<file path="src/rtl/tpps_pkg.sv">
// Package for the pick-and-place sequencer: types, codes, positions and phase waits.
`timescale 1ns / 1ps
package tpps_pkg;

  // Operation codes of an input transaction; code three does nothing beyond latching the button events as pending.
  localparam logic [1:0] OP_TICK  = 2'd0;
  localparam logic [1:0] OP_START = 2'd1;
  localparam logic [1:0] OP_ABORT = 2'd2;

  localparam logic [1:0] LVL_INVALID = 2'd3;

  // Pending button event bits.
  localparam int unsigned EV_HEIGHT = 0;
  localparam int unsigned EV_ROTATE = 1;
  localparam int unsigned EV_PUMP   = 2;

  // Axis enable bits.
  localparam int unsigned AX_LIFT   = 0;
  localparam int unsigned AX_ROTATE = 1;
  localparam int unsigned AX_PUSH   = 2;

  localparam int HeightW = 12;
  localparam int RotW    = 9;
  localparam int PushW   = 8;
  localparam int WaitW   = 12;
  localparam int LenW    = 16;

  localparam logic signed [HeightW-1:0] H_LOW     = -12'sd300;
  localparam logic signed [HeightW-1:0] H_MID     = 12'sd400;
  localparam logic signed [HeightW-1:0] H_HIGH    = 12'sd1050;
  localparam logic signed [HeightW-1:0] H_RELEASE = 12'sd800;
  localparam logic [RotW-1:0]  ROT_HOME   = 9'd0;
  localparam logic [RotW-1:0]  ROT_TURNED = 9'd320;
  localparam logic [PushW-1:0] PUSH_IN    = 8'd0;
  localparam logic [PushW-1:0] PUSH_OUT   = 8'd250;

  localparam logic [WaitW-1:0] WAIT_HEIGHT     = 12'd600;
  localparam logic [WaitW-1:0] WAIT_ROTATE     = 12'd300;
  localparam logic [WaitW-1:0] WAIT_PUSH       = 12'd500;
  localparam logic [WaitW-1:0] WAIT_REL_HEIGHT = 12'd600;
  localparam logic [WaitW-1:0] WAIT_ROT_BACK   = 12'd900;
  localparam logic [WaitW-1:0] WAIT_RELEASE    = 12'd250;
  localparam logic [WaitW-1:0] RETREAT_MIN     = 12'd300;
  localparam logic [WaitW-1:0] RETREAT_MAX     = 12'd2500;
  localparam logic [WaitW-1:0] RETREAT_RST     = 12'd600;
  localparam logic [LenW-1:0]  LEN_MIN         = 16'd50;

  typedef enum logic [2:0] {
    PH_IDLE       = 3'd0,
    PH_HEIGHT     = 3'd1,
    PH_ROTATE     = 3'd2,
    PH_PUSH       = 3'd3,
    PH_RETREAT    = 3'd4,
    PH_REL_HEIGHT = 3'd5,
    PH_ROT_BACK   = 3'd6,
    PH_RELEASE    = 3'd7
  } phase_e;

  typedef struct packed {
    logic [1:0]  op;
    logic [31:0] now_ms;
    logic [1:0]  level;
    logic [2:0]  events;
  } item_t;

  typedef struct packed {
    phase_e                     phase;
    logic [31:0]                start_ms;
    logic [1:0]                 catch_code;
    logic [1:0]                 height_cycle;
    logic                       rotate_toggle;
    logic                       pump_toggle;
    logic [2:0]                 pending;
    logic signed [HeightW-1:0]  height_ref;
    logic [RotW-1:0]            rotate_ref;
    logic [PushW-1:0]           push_ref;
    logic [2:0]                 axis_enable;
    logic                       pump_on;
    logic                       retreat_on;
  } state_t;

  function automatic logic signed [HeightW-1:0] height_of(input logic [1:0] code);
    logic signed [HeightW-1:0] h;
    case (code)
      2'd0:    h = H_LOW;
      2'd1:    h = H_MID;
      default: h = H_HIGH;
    endcase
    return h;
  endfunction

endpackage

</file>
<file path="src/rtl/timed_pick_and_place_sequencer_core.sv">
// Top level of the timed pick-and-place arm sequencer.
`timescale 1ns / 1ps
// Usage:
//   Input channel (in_valid_i / in_stall_o) carries one transaction: an op (tick, start,
//   abort), the millisecond timestamp now_ms_i, the start level and three button events.
//   Output channel (out_valid_o / out_stall_i) returns exactly one result per
//   transaction: all drive targets and enables, pump and retreat commands, the phase,
//   busy and the start-accepted flag, as they stand after that transaction.
//   A transaction moves when valid is high and stall is low at a rising edge.
//   Path: input register, then result register, with one short
//   compare-and-select pass (one 32-bit elapsed-time subtract and compare) between.
//   Throughput: one transaction per cycle, back to back, while the receiver does not stall;
//   the sequencer state updates in the same cycle that a result is loaded, so the next transaction sees it at once.
//   When the receiver stalls, the result register holds; the input register still takes
//   one more transaction, and only then stall is raised toward the sender.
//   cfg_we_i/cfg_wdata_i write the retreat length (clamped to at least 50 mm); the retreat time,
//   4 ms per mm limited to 300..2500 ms, is worked out at the write. Write only while idle.
//   Reset (rst_ni low, asynchronous) clears both registers, returns the phase to idle,
//   drops all pending events, turns axes, pump and retreat off and sets length 150 mm.
module timed_pick_and_place_sequencer_core (
  input  logic                                clk_i,
  input  logic                                rst_ni,
  // configuration
  input  logic                                cfg_we_i,
  input  logic [tpps_pkg::LenW-1:0]           cfg_wdata_i,
  // input transactions
  input  logic                                in_valid_i,
  output logic                                in_stall_o,
  input  logic [1:0]                          op_i,
  input  logic [31:0]                         now_ms_i,
  input  logic [1:0]                          level_i,
  input  logic                                height_event_i,
  input  logic                                rotate_event_i,
  input  logic                                pump_event_i,
  // result transactions
  output logic                                out_valid_o,
  input  logic                                out_stall_i,
  output logic signed [tpps_pkg::HeightW-1:0] height_ref_o,
  output logic [tpps_pkg::RotW-1:0]           rotate_ref_o,
  output logic [tpps_pkg::PushW-1:0]          push_ref_o,
  output logic [2:0]                          axis_enable_o,
  output logic                                pump_on_o,
  output logic                                retreat_on_o,
  output logic [2:0]                          phase_o,
  output logic                                busy_res_o,
  output logic                                accepted_o
);

  logic [tpps_pkg::WaitW-1:0] retreat_ms;

  logic             in_vld_d, in_vld_q;
  tpps_pkg::item_t  item_q;
  logic             out_vld_d, out_vld_q;
  tpps_pkg::state_t st_q, st_nxt;
  logic             acc_nxt, acc_q;

  logic in_take;   // input transaction accepted
  logic out_free;  // result register can load this cycle
  logic fire;      // input register item processed this cycle

  tpps_cfg u_cfg (
    .clk_i        (clk_i),
    .rst_ni       (rst_ni),
    .cfg_we_i     (cfg_we_i),
    .cfg_wdata_i  (cfg_wdata_i),
    .retreat_ms_o (retreat_ms)
  );

  tpps_step u_step (
    .cur_i        (st_q),
    .item_i       (item_q),
    .retreat_ms_i (retreat_ms),
    .nxt_o        (st_nxt),
    .accepted_o   (acc_nxt)
  );

  // Handshake: the result register frees up when empty or when its result leaves.
  assign out_free   = !out_vld_q || !out_stall_i;
  assign fire       = in_vld_q && out_free;
  assign in_stall_o = in_vld_q && !out_free;
  assign in_take    = in_valid_i && !in_stall_o;

  assign in_vld_d  = in_take || (in_vld_q && !fire);
  assign out_vld_d = fire || (out_vld_q && out_stall_i);

  always_ff @(posedge clk_i or negedge rst_ni) begin
    if (!rst_ni) begin
      in_vld_q  <= 1'b0;
      out_vld_q <= 1'b0;
    end else begin
      in_vld_q  <= in_vld_d;
      out_vld_q <= out_vld_d;
    end
  end

  // Hold the incoming transaction until it is processed.
  always_ff @(posedge clk_i) begin
    if (in_take) begin
      item_q <= '{op: op_i, now_ms: now_ms_i, level: level_i,
                  events: {pump_event_i, rotate_event_i, height_event_i}};
    end
  end

  // Sequencer state advances only on a processed transaction.
  always_ff @(posedge clk_i or negedge rst_ni) begin
    if (!rst_ni) begin
      st_q <= '{phase: tpps_pkg::PH_IDLE, start_ms: '0, catch_code: '0,
                height_cycle: '0, rotate_toggle: 1'b0, pump_toggle: 1'b0,
                pending: '0, height_ref: '0, rotate_ref: '0, push_ref: '0,
                axis_enable: '0, pump_on: 1'b0, retreat_on: 1'b0};
    end else if (fire) begin
      st_q <= st_nxt;
    end
  end

  // The result payload is the state after the transaction plus its accept flag.
  always_ff @(posedge clk_i) begin
    if (fire) begin
      acc_q <= acc_nxt;
    end
  end

  assign out_valid_o   = out_vld_q;
  assign height_ref_o  = st_q.height_ref;
  assign rotate_ref_o  = st_q.rotate_ref;
  assign push_ref_o    = st_q.push_ref;
  assign axis_enable_o = st_q.axis_enable;
  assign pump_on_o     = st_q.pump_on;
  assign retreat_on_o  = st_q.retreat_on;
  assign phase_o       = st_q.phase;
  assign busy_res_o    = (st_q.phase != tpps_pkg::PH_IDLE);
  assign accepted_o    = acc_q;

  // Retreat command is only ever up while the vehicle retreat phase runs.
  a_retreat_phase: assert property (@(posedge clk_i) disable iff (!rst_ni)
    st_q.retreat_on |-> st_q.phase == tpps_pkg::PH_RETREAT)
    else $error("retreat on outside the retreat phase");

  // An accepted start always lands in the first phase.
  a_start_phase: assert property (@(posedge clk_i) disable iff (!rst_ni)
    out_vld_q && acc_q |-> st_q.phase == tpps_pkg::PH_HEIGHT)
    else $error("accepted start did not enter the height phase");

  // A held input transaction is not dropped while the result side is blocked.
  a_hold_input: assert property (@(posedge clk_i) disable iff (!rst_ni)
    in_vld_q && !out_free |=> in_vld_q && $stable(item_q))
    else $error("stalled input transaction lost");

  // State changes only when a transaction is processed.
  a_state_on_fire: assert property (@(posedge clk_i) disable iff (!rst_ni)
    !fire |=> $stable(st_q))
    else $error("sequencer state changed without a transaction");

endmodule

</file>
<file path="src/rtl/tpps_cfg.sv">
// Retreat length register: clamps the written length and holds the retreat time in ms.
`timescale 1ns / 1ps
module tpps_cfg (
  input  logic                          clk_i,
  input  logic                          rst_ni,
  input  logic                          cfg_we_i,
  input  logic [tpps_pkg::LenW-1:0]     cfg_wdata_i,
  output logic [tpps_pkg::WaitW-1:0]    retreat_ms_o
);

  logic [tpps_pkg::LenW-1:0]   len;
  logic [tpps_pkg::LenW+1:0]   ms;
  logic [tpps_pkg::WaitW-1:0]  retreat_ms_d, retreat_ms_q;

  always_comb begin
    len = (cfg_wdata_i < tpps_pkg::LEN_MIN) ? tpps_pkg::LEN_MIN : cfg_wdata_i;
    ms  = {len, 2'b00};
    if (ms < {{(tpps_pkg::LenW + 2 - tpps_pkg::WaitW){1'b0}}, tpps_pkg::RETREAT_MIN}) begin
      retreat_ms_d = tpps_pkg::RETREAT_MIN;
    end else if (ms > {{(tpps_pkg::LenW + 2 - tpps_pkg::WaitW){1'b0}},
                       tpps_pkg::RETREAT_MAX}) begin
      retreat_ms_d = tpps_pkg::RETREAT_MAX;
    end else begin
      retreat_ms_d = ms[tpps_pkg::WaitW-1:0];
    end
  end

  always_ff @(posedge clk_i or negedge rst_ni) begin
    if (!rst_ni) begin
      retreat_ms_q <= tpps_pkg::RETREAT_RST;
    end else if (cfg_we_i) begin
      retreat_ms_q <= retreat_ms_d;
    end
  end

  assign retreat_ms_o = retreat_ms_q;

endmodule

</file>
<file path="src/rtl/tpps_step.sv">
// Next-state logic of the sequencer for one transaction: phases, manual events, start, abort.
`timescale 1ns / 1ps
module tpps_step (
  input  tpps_pkg::state_t              cur_i,
  input  tpps_pkg::item_t               item_i,
  input  logic [tpps_pkg::WaitW-1:0]    retreat_ms_i,
  output tpps_pkg::state_t              nxt_o,
  output logic                          accepted_o
);

  logic [31:0]                 elapsed;
  logic [tpps_pkg::WaitW-1:0]  wait_ms;
  logic                        done;
  logic [2:0]                  pend;

  // Wait of the current phase, then one subtract and compare.
  always_comb begin
    unique case (cur_i.phase)
      tpps_pkg::PH_HEIGHT:     wait_ms = tpps_pkg::WAIT_HEIGHT;
      tpps_pkg::PH_ROTATE:     wait_ms = tpps_pkg::WAIT_ROTATE;
      tpps_pkg::PH_PUSH:       wait_ms = tpps_pkg::WAIT_PUSH;
      tpps_pkg::PH_RETREAT:    wait_ms = retreat_ms_i;
      tpps_pkg::PH_REL_HEIGHT: wait_ms = tpps_pkg::WAIT_REL_HEIGHT;
      tpps_pkg::PH_ROT_BACK:   wait_ms = tpps_pkg::WAIT_ROT_BACK;
      tpps_pkg::PH_RELEASE:    wait_ms = tpps_pkg::WAIT_RELEASE;
      default:                 wait_ms = '0;
    endcase
    elapsed = item_i.now_ms - cur_i.start_ms;
    done    = elapsed >= {{(32 - tpps_pkg::WaitW){1'b0}}, wait_ms};
  end

  always_comb begin
    pend       = cur_i.pending | item_i.events;
    nxt_o      = cur_i;
    nxt_o.pending = pend;
    accepted_o = 1'b0;
    case (item_i.op)
      tpps_pkg::OP_TICK: begin
        if (cur_i.phase != tpps_pkg::PH_IDLE) begin
          unique case (cur_i.phase)
            tpps_pkg::PH_HEIGHT: begin
              nxt_o.axis_enable[tpps_pkg::AX_LIFT] = 1'b1;
              nxt_o.height_ref = tpps_pkg::height_of(cur_i.catch_code);
              if (done) begin
                nxt_o.phase    = tpps_pkg::PH_ROTATE;
                nxt_o.start_ms = item_i.now_ms;
              end
            end
            tpps_pkg::PH_ROTATE: begin
              nxt_o.axis_enable[tpps_pkg::AX_ROTATE] = 1'b1;
              nxt_o.rotate_ref = tpps_pkg::ROT_TURNED;
              nxt_o.pump_on    = 1'b1;
              if (done) begin
                nxt_o.phase    = tpps_pkg::PH_PUSH;
                nxt_o.start_ms = item_i.now_ms;
              end
            end
            tpps_pkg::PH_PUSH: begin
              nxt_o.axis_enable[tpps_pkg::AX_PUSH] = 1'b1;
              nxt_o.push_ref = tpps_pkg::PUSH_OUT;
              if (done) begin
                nxt_o.retreat_on = 1'b1;
                nxt_o.phase      = tpps_pkg::PH_RETREAT;
                nxt_o.start_ms   = item_i.now_ms;
              end
            end
            tpps_pkg::PH_RETREAT: begin
              nxt_o.retreat_on = !done;
              if (done) begin
                nxt_o.phase    = tpps_pkg::PH_REL_HEIGHT;
                nxt_o.start_ms = item_i.now_ms;
              end
            end
            tpps_pkg::PH_REL_HEIGHT: begin
              nxt_o.axis_enable[tpps_pkg::AX_LIFT] = 1'b1;
              nxt_o.height_ref = tpps_pkg::H_RELEASE;
              if (done) begin
                nxt_o.phase    = tpps_pkg::PH_ROT_BACK;
                nxt_o.start_ms = item_i.now_ms;
              end
            end
            tpps_pkg::PH_ROT_BACK: begin
              nxt_o.axis_enable[tpps_pkg::AX_ROTATE] = 1'b1;
              nxt_o.rotate_ref = tpps_pkg::ROT_HOME;
              if (done) begin
                nxt_o.phase    = tpps_pkg::PH_RELEASE;
                nxt_o.start_ms = item_i.now_ms;
              end
            end
            default: begin
              nxt_o.axis_enable[tpps_pkg::AX_PUSH] = 1'b1;
              nxt_o.push_ref = tpps_pkg::PUSH_IN;
              nxt_o.pump_on  = 1'b0;
              if (done) begin
                nxt_o.retreat_on = 1'b0;
                nxt_o.phase      = tpps_pkg::PH_IDLE;
              end
            end
          endcase
        end else begin
          // Idle tick: consume every pending button event.
          if (pend[tpps_pkg::EV_HEIGHT]) begin
            nxt_o.axis_enable[tpps_pkg::AX_LIFT] = 1'b1;
            nxt_o.height_ref   = tpps_pkg::height_of(cur_i.height_cycle);
            nxt_o.height_cycle = (cur_i.height_cycle >= 2'd2) ? 2'd0
                                                              : cur_i.height_cycle + 2'd1;
          end
          if (pend[tpps_pkg::EV_ROTATE]) begin
            nxt_o.axis_enable[tpps_pkg::AX_ROTATE] = 1'b1;
            nxt_o.rotate_ref    = cur_i.rotate_toggle ? tpps_pkg::ROT_TURNED
                                                      : tpps_pkg::ROT_HOME;
            nxt_o.rotate_toggle = !cur_i.rotate_toggle;
          end
          if (pend[tpps_pkg::EV_PUMP]) begin
            nxt_o.pump_toggle = !cur_i.pump_toggle;
            nxt_o.pump_on     = !cur_i.pump_toggle;
          end
          nxt_o.pending = '0;
        end
      end
      tpps_pkg::OP_START: begin
        if (cur_i.phase == tpps_pkg::PH_IDLE && item_i.level != tpps_pkg::LVL_INVALID) begin
          nxt_o.catch_code = item_i.level;
          nxt_o.retreat_on = 1'b0;
          nxt_o.phase      = tpps_pkg::PH_HEIGHT;
          nxt_o.start_ms   = item_i.now_ms;
          accepted_o       = 1'b1;
        end
      end
      tpps_pkg::OP_ABORT: begin
        if (cur_i.phase != tpps_pkg::PH_IDLE) begin
          nxt_o.retreat_on  = 1'b0;
          nxt_o.axis_enable = '0;
          nxt_o.phase       = tpps_pkg::PH_IDLE;
        end
      end
      default: ;
    endcase
  end

endmodule
</file>
<file path="config.mk">
export PLATFORM = sky130hd
export DESIGN_NAME = timed_pick_and_place_sequencer_core
export DESIGN_NICKNAME = d
export VERILOG_FILES = /design/src/rtl/tpps_pkg.sv /design/src/rtl/timed_pick_and_place_sequencer_core.sv /design/src/rtl/tpps_cfg.sv /design/src/rtl/tpps_step.sv
export SDC_FILE = /design/constraint.sdc
export NUM_CORES = 1
export LEC_CHECK = 0
export ABC_CLOCK_PERIOD_IN_PS = 11100
export BUFFER_PORTS_ARGS = -buffer_cell sky130_fd_sc_hd__buf_4
export CAP_MARGIN = 10
export CORE_UTILIZATION = 30
export CTS_BUF_LIST = sky130_fd_sc_hd__clkbuf_8
export CTS_CLUSTER_SIZE = 24
export DETAILED_ROUTE_END_ITERATION = 10
export GPL_TIMING_DRIVEN = 1
export SLEW_MARGIN = 20
export SYNTH_ARGS = -nofsm -noshare
export SYNTH_HDL_FRONTEND = slang
export SYNTH_SLANG_ARGS = --single-unit
</file>
<file path="constraint.sdc">
create_clock -name clk_i -period 11.1 [get_ports clk_i]
set_input_delay 1.665 -clock clk_i [delete_from_list [all_inputs] [get_ports clk_i]]
set_output_delay 1.665 -clock clk_i [all_outputs]
set_load 0.1 [all_outputs]
</file>
* After elaboration in Yosys (flattened, before gate mapping)
Cells that the tools add are included.
Cells by class: $add $sub $neg 2, muxes and demuxes 47, bitwise operators 3, equal/unequal tests 33, multipliers 0, divide/modulo/power cells 0, reductions and logical operators 47, shifts and indexed selects 0, $lt $le $gt $ge 5
Operators with widths (number):
- $mux W35 | 7
- $pmux W32 S6 | 1
- $pmux W12 S2 | 3
- $pmux W12 S6 | 1
- $pmux W32 S2 | 1
- $mux W37 | 1
- $mux W12 | 3
- $pmux W9 S2 | 2
- $ge A32 B12 Y1 | 1
- $mux W32 | 1
- $sub A32 B32 Y32 | 1
- $reduce_and A4 Y1 | 7
- $mux W9 | 3
- $ne A3 B2 Y1 const B | 9
- $mux W21 | 1
- $gt A18 B12 Y1 const B | 1
- $lt A18 B9 Y1 const B | 1
- $pmux W3 S6 | 1
- $lt A16 B6 Y1 const B | 1
- $mux W16 | 1
- $reduce_and A5 Y1 | 3
- $eq A3 B3 Y1 const B | 4
- $mux W3 | 4
- $ne A2 B2 Y1 const B | 6
- 32 further kinds | 73
Word-level totals: memory bits (writable) 0, register bits after elaboration 132, bits in latches 0, ROM bits 0, memories 0, input port bits 60

* Depth between registers and ports, before layout
depth after elaboration 8, depth in mapped cells 22

* Hierarchy
From an unflattened synthesis, not the netlist that was laid out.
Unflattened totals: cells, all modules 889, area, all modules 8971.1 µm²
By module, submodules not included:
- timed_pick_and_place_sequencer_core | times used 1, area an instance 4465.5 µm², seq. area each 3203.1 µm², cells an instance 248
- tpps_step | times used 1, area an instance 3935.0 µm², seq. area each 0.0 µm², cells an instance 582
- tpps_cfg | times used 1, area an instance 570.5 µm², seq. area each 255.2 µm², cells an instance 59

* Worst setup path before layout
Ideal clock, no wire load.
path type register to register, start reg item_q[5] in the netlist's numbering, end reg st_q[44] in the netlist's numbering, path slack 6.705 ns, buffers on the path 1, cell stages (with the launch flop) 22, setup time 0.125 ns, required time 10.975 ns, arrival time 4.269 ns, cell sequence edfxtp_1 -> inv_1 -> ha_1 -> inv_1 -> fa_1 -> a21o_1 -> a221oi_2 -> o21ai_0 -> nand3_1 -> nand2_1 -> xor2_1 -> ha_1 -> nor2b_1 -> o21ai_0 -> o21ai_0 -> a2111oi_0 -> and4b_1 -> nand4b_2 -> nor4_4 -> o22ai_4 -> buf_6 -> mux2_4
On the way: word-level cells in the longest chain between the ends 4, elaborated cells between the ends (all ways) 9
RTL lines:
- start, declared | line timed_pick_and_place_sequencer_core.sv:52 | tpps_pkg::item_t item_q;
- start signal, assigned | line timed_pick_and_place_sequencer_core.sv:99 | item_q <= '{op: op_i, now_ms: now_ms_i, level: level_i,
- $sub A32 B32 Y32 (*) | line tpps_step.sv:28 | elapsed = item_i.now_ms - cur_i.start_ms;
- $ge A32 B12 Y1 (*) | line tpps_step.sv:29 | done = elapsed >= {{(32 - tpps_pkg::WaitW){1'b0}}, wait_ms};
- $ne A3 B2 Y1 (no source line)
- $reduce_and A11 Y1 (no source line) (*)
- end signal, assigned | line timed_pick_and_place_sequencer_core.sv:107 | st_q <= '{phase: tpps_pkg::PH_IDLE, start_ms: '0, catch_code: '0,
- end signal, assigned | line timed_pick_and_place_sequencer_core.sv:112 | st_q <= st_nxt;
- end, declared | line timed_pick_and_place_sequencer_core.sv:54 | tpps_pkg::state_t st_q, st_nxt;
Mark *: on every way between the ends. The rest lies on a longest branch, timed or not. A chain may end at the register's enable or synchronous reset.

* Worst setup path in the final report
start reg item_q[5] in the netlist's numbering, end reg st_q[56] in the netlist's numbering
The elaborated chain is that of the path after synthesis.

==> reports/results.tsv <==
stage	metric	value	unit
placement	half-perimeter wire length after placement	11.91	mm
yosys	area fraction in and, or, nand and nor cells after synthesis	0.1350	
die	horizontal die dimension	158.2	µm
die	effective utilization at floorplan	0.3092	
detailed_routing	number of routed nets with antenna violations	0	
power_and_ir_drop	total leakage power	3.612	nW
sta	hold violation count in the final report	0	
sta	post-layout minimum cycle time	5.170	ns
global_route	largest net degree at the start of global routing	72	
global_route	aggregate global routing overflow	0	
power_and_ir_drop	proportion of total power due to net switching	0.5128	
placement	worst slack at placement	5.936	ns
clocking	PostCTS Resize Cnt	0	
placement	Inst Count DP	1106	
clocking	Post-CTS Hold Fix Bufs	0	
sta	Worst Slack Setup Final	5.930	ns
detailed_routing	DRC violations left	0	
critical_path	required time worst endpoint	11.38	ns
sta	Relative slew margins	0.3243	
detailed_routing	number of design-rule violations left by the first detailed-router iteration	441	
global_route	global-route wire length before repair	26.34	mm
sta	number of max-slew violations in the final report	0	
sta	Setup violations, final	0	
yosys	#FFs+latches synth	111	
die	die area	0.02504	mm²
clocking	CTS sink cnt	111	
clocking	Num CTS Buffers	9	
yosys	share of the synthesized area in the top cell type	0.2289	
clocking	clock tree from TritonCTS	built	
detailed_routing	detailed-route wire length per cell	14.22	µm
run	max_cap viols	0	
critical_path	crit-path max FO	17	
yosys	share of synthesized area occupied by flip-flops and latches	0.4073	
sta	Peak Freq	193.4	MHz
yosys	Post-synth EDFFs	40	
yosys	number of synthesis warnings	0	
power_and_ir_drop	Clock power frac	0.099	
yosys	Synth area leaders	sky130_fd_sc_hd__dfrtp_1 23%, sky130_fd_sc_hd__edfxtp_1 16%, sky130_fd_sc_hd__ha_1 8.7%, sky130_fd_sc_hd__mux2_4 6.2%, sky130_fd_sc_hd__a21oi_1 3.8%	
yosys	Cell variety after synth	71	
detailed_routing	average vias per placed instance	4.888	
placement	Port Buf Inserts	90	
clocking	Max Root-Sink Buffers	2	
yosys	xor/xnor cell area share of the yosys netlist	0.02631	
yosys	number of instances in the synthesized netlist	746	
yosys	mux contribution to synthesized area	0.07193	
layout	number of nets in the layout	910	
yosys	fraction of synthesis flops using an asynchronous set or reset pin	0.6396	
die	height of the die	158.2	µm
power_and_ir_drop	sequential share of power	0.250	
yosys	Mapped Area	0.007323	mm²
power_and_ir_drop	sw power	1.265	mW
die	number of I/O pins	101	
die	placeable core region	0.02368	mm²
power_and_ir_drop	Internal Pwr Total	1.202	mW
power_and_ir_drop	fraction of power consumed by combinational cells	0.651	
clocking	register clock-pin slew on the reported worst setup and hold paths	0.11	ns
global_route	initial antenna violation count	0	
global_route	via count of the first global-routing pass	5257	
layout	final cell count without fillers	1122	
power_and_ir_drop	P per Cell Area	299.2	mW/mm²
status	result of the run	finished clean	
critical_path	arrival time of data at the critical path endpoint	5.45	ns
layout	fraction of layout instances using a drive strength above 1	0.2030	
sta	share of the clock period used by the worst path after layout	0.4657	
clocking	clock root buffer	sky130_fd_sc_hd__clkbuf_8	
sta	setup repair after global routing missed its margin	false	
critical_path	Setup Crit Path Kind	register to register	
clocking	number of H-tree levels	3	
layout	Area growth, synth to finish	12.63	%
die	Std-Cell Rows	56	
yosys	post-synthesis compound-gate area fraction	0.1893	
layout	antenna diode count	0	
yosys	arithmetic-cell share of the synthesized area counting full adders, half adders and majority gates	0.08987	
global_route	Total GRT Usage	0.1339	
clocking	Setup Fix Bufs, Post-CTS	0	
yosys	cell type contributing the most total cell area after synthesis	sky130_fd_sc_hd__dfrtp_1	
clocking	Skew-Pair Late Insertion Delay	0.40	ns
detailed_routing	length of the first detailed-routing pass in iterations	5	
sta	Post-Route Skew	0.01587	ns
yosys	combinational family with the most area after synthesis	compound AO/OA/AOI/OAI gates	
detailed_routing	via total after detailed routing	5484	
placement	Placer Congestion	0.8080	
hold_path	Hold Crit Class	register to register	
yosys	dominant register cell in the synthesized netlist	sky130_fd_sc_hd__dfrtp_1	
detailed_routing	final wirelength	15.96	mm
power_and_ir_drop	Peak supply drop	0.0002070	V
sta	sum of negative setup slack	0	ns
yosys	leading cell type by number of instances after synthesis	sky130_fd_sc_hd__dfrtp_1	
yosys	top cells by instance count after synthesis	67 x sky130_fd_sc_hd__dfrtp_1, 63 x sky130_fd_sc_hd__nand2_1, 56 x sky130_fd_sc_hd__a21oi_1	
yosys	synthesized area per cell	9.817	µm²
critical_path	type of origin of the critical path	register	
sta	Worst Tran Pin Value	1.014	ns
critical_path	Setup crit end kind	register	
==> sequential cells by signal, summed over array words and instances (netlist names) <==
register and count:
rotate_ref_o 1, axis_enable_o 3, push_ref_o 1, item_q 39, retreat_on_o 1, height_ref_o 8, u_cfg.retreat_ms_o 10, phase_o 3
st_q 41, pump_on_o 1, in_vld_q 1, accepted_o 1, out_valid_o 1
==> power by group through the flow <==
stage                     combinational, mW  clock (mW)  sequential, mW
after global placement                 1.60           0           0.623
final                                  1.61       0.243           0.618
after detailed placement               1.61           0           0.625
after floorplan                        1.34           0           0.630
after CTS                              1.61       0.256           0.619
after global routing                   1.77       0.269           0.636
==> path summary, 6_finish.rpt <==
path	slack, ns	from	cells after the start	end
min reg2reg	0.47	st_q[38]	1	st_q[38]
max in group asynchronous	9.09	rst_ni	1	u_cfg.retreat_ms_o[8]
min	0.47	st_q[38]	1	st_q[38]
max reg2reg	5.93	item_q[5]	21	st_q[56]
max	5.93	item_q[5]	21	st_q[56]
min in group asynchronous	1.42	rst_ni	1	st_q[66]
==> metrics by stage <==
stage	total power [mW]	cell area (µm²)	hold WS [ns]	util
global route	2.676	8248	0.4862	0.3483
floorplan	1.970	7357	0.4365	-
global placement	2.219	8059	0.4569	0.3403
CTS	2.490	8248	0.4721	0.3483
finish	2.468	8248	0.4702	0.3483
detailed placement	2.233	8059	0.4536	0.3403
==> critical path, cell delays in order (launching register included) <==
cell,delay (ns)
sky130_fd_sc_hd__edfxtp_1,0.41
sky130_fd_sc_hd__inv_1,0.07
sky130_fd_sc_hd__ha_1,0.16
sky130_fd_sc_hd__inv_1,0.05
sky130_fd_sc_hd__fa_1,0.39
sky130_fd_sc_hd__a21o_1,0.20
sky130_fd_sc_hd__a221oi_2,0.39
sky130_fd_sc_hd__o21ai_0,0.22
sky130_fd_sc_hd__nand3_1,0.12
sky130_fd_sc_hd__nand2_1,0.06
sky130_fd_sc_hd__xor2_1,0.16
sky130_fd_sc_hd__ha_1,0.31
sky130_fd_sc_hd__nor2b_1,0.13
sky130_fd_sc_hd__o21ai_0,0.15
sky130_fd_sc_hd__o21ai_0,0.10
sky130_fd_sc_hd__a2111oi_0,0.32
sky130_fd_sc_hd__and4b_1,0.26
sky130_fd_sc_hd__nand4b_2,0.15
sky130_fd_sc_hd__nor4_4,0.41
sky130_fd_sc_hd__o22ai_4,0.28
sky130_fd_sc_hd__buf_4,0.35
sky130_fd_sc_hd__mux2_4,0.33
==> routing by layer <==
| layer | global-route usage | part of all wire | up-vias | wire [µm] |
|---|---|---|---|---|
| li1 | - | - | 2751 | - |
| met1 | 0.1818 | 0.48 | 2579 | 7653 |
| met2 | 0.2189 | 0.46 | 144 | 7318 |
| met3 | 0.02409 | 0.053 | 10 | 842 |
| met4 | 0.03251 | 0.0089 | 0 | 142 |
| met5 | 0 | 0 | - | 0 |
==> layout by cell type (no fill, tap or decap), drive strengths merged, types with 13 or more instances in the layout <==
master	count
nand3	17
o21ai	48
edfxtp	40
mux2	35
buf	91
dfrtp	67
nand2	63
a21oi	56
xnor2	13
ha	51
inv	57
nor3	17
nor2	49
a21o	20
==> logic make-up (layout without fill, tap and decap cells) <==
logic type      count (synthesis)  count (layout)
compound gates                208             208
simple gates                  202             202
buf+inv                       113             161
flops                         111             111
fa+ha+maj                      52              52
mux                            37              37
xor+xnor                       22              22
other cells                     1              10
==> final cells by class <==
cell class / instances / area, µm²
fillers: 2448 / 15430
multi-input cells: 531 / 3791
flip-flops and latches: 111 / 2983
repair buffers: 91 / 683.2
well taps: 319 / 399.1
inverters: 54 / 202.7
clock buffers: 10 / 137.6
clock inverters: 6 / 51.30
Note: power is estimated with default switching activity, not from simulation.
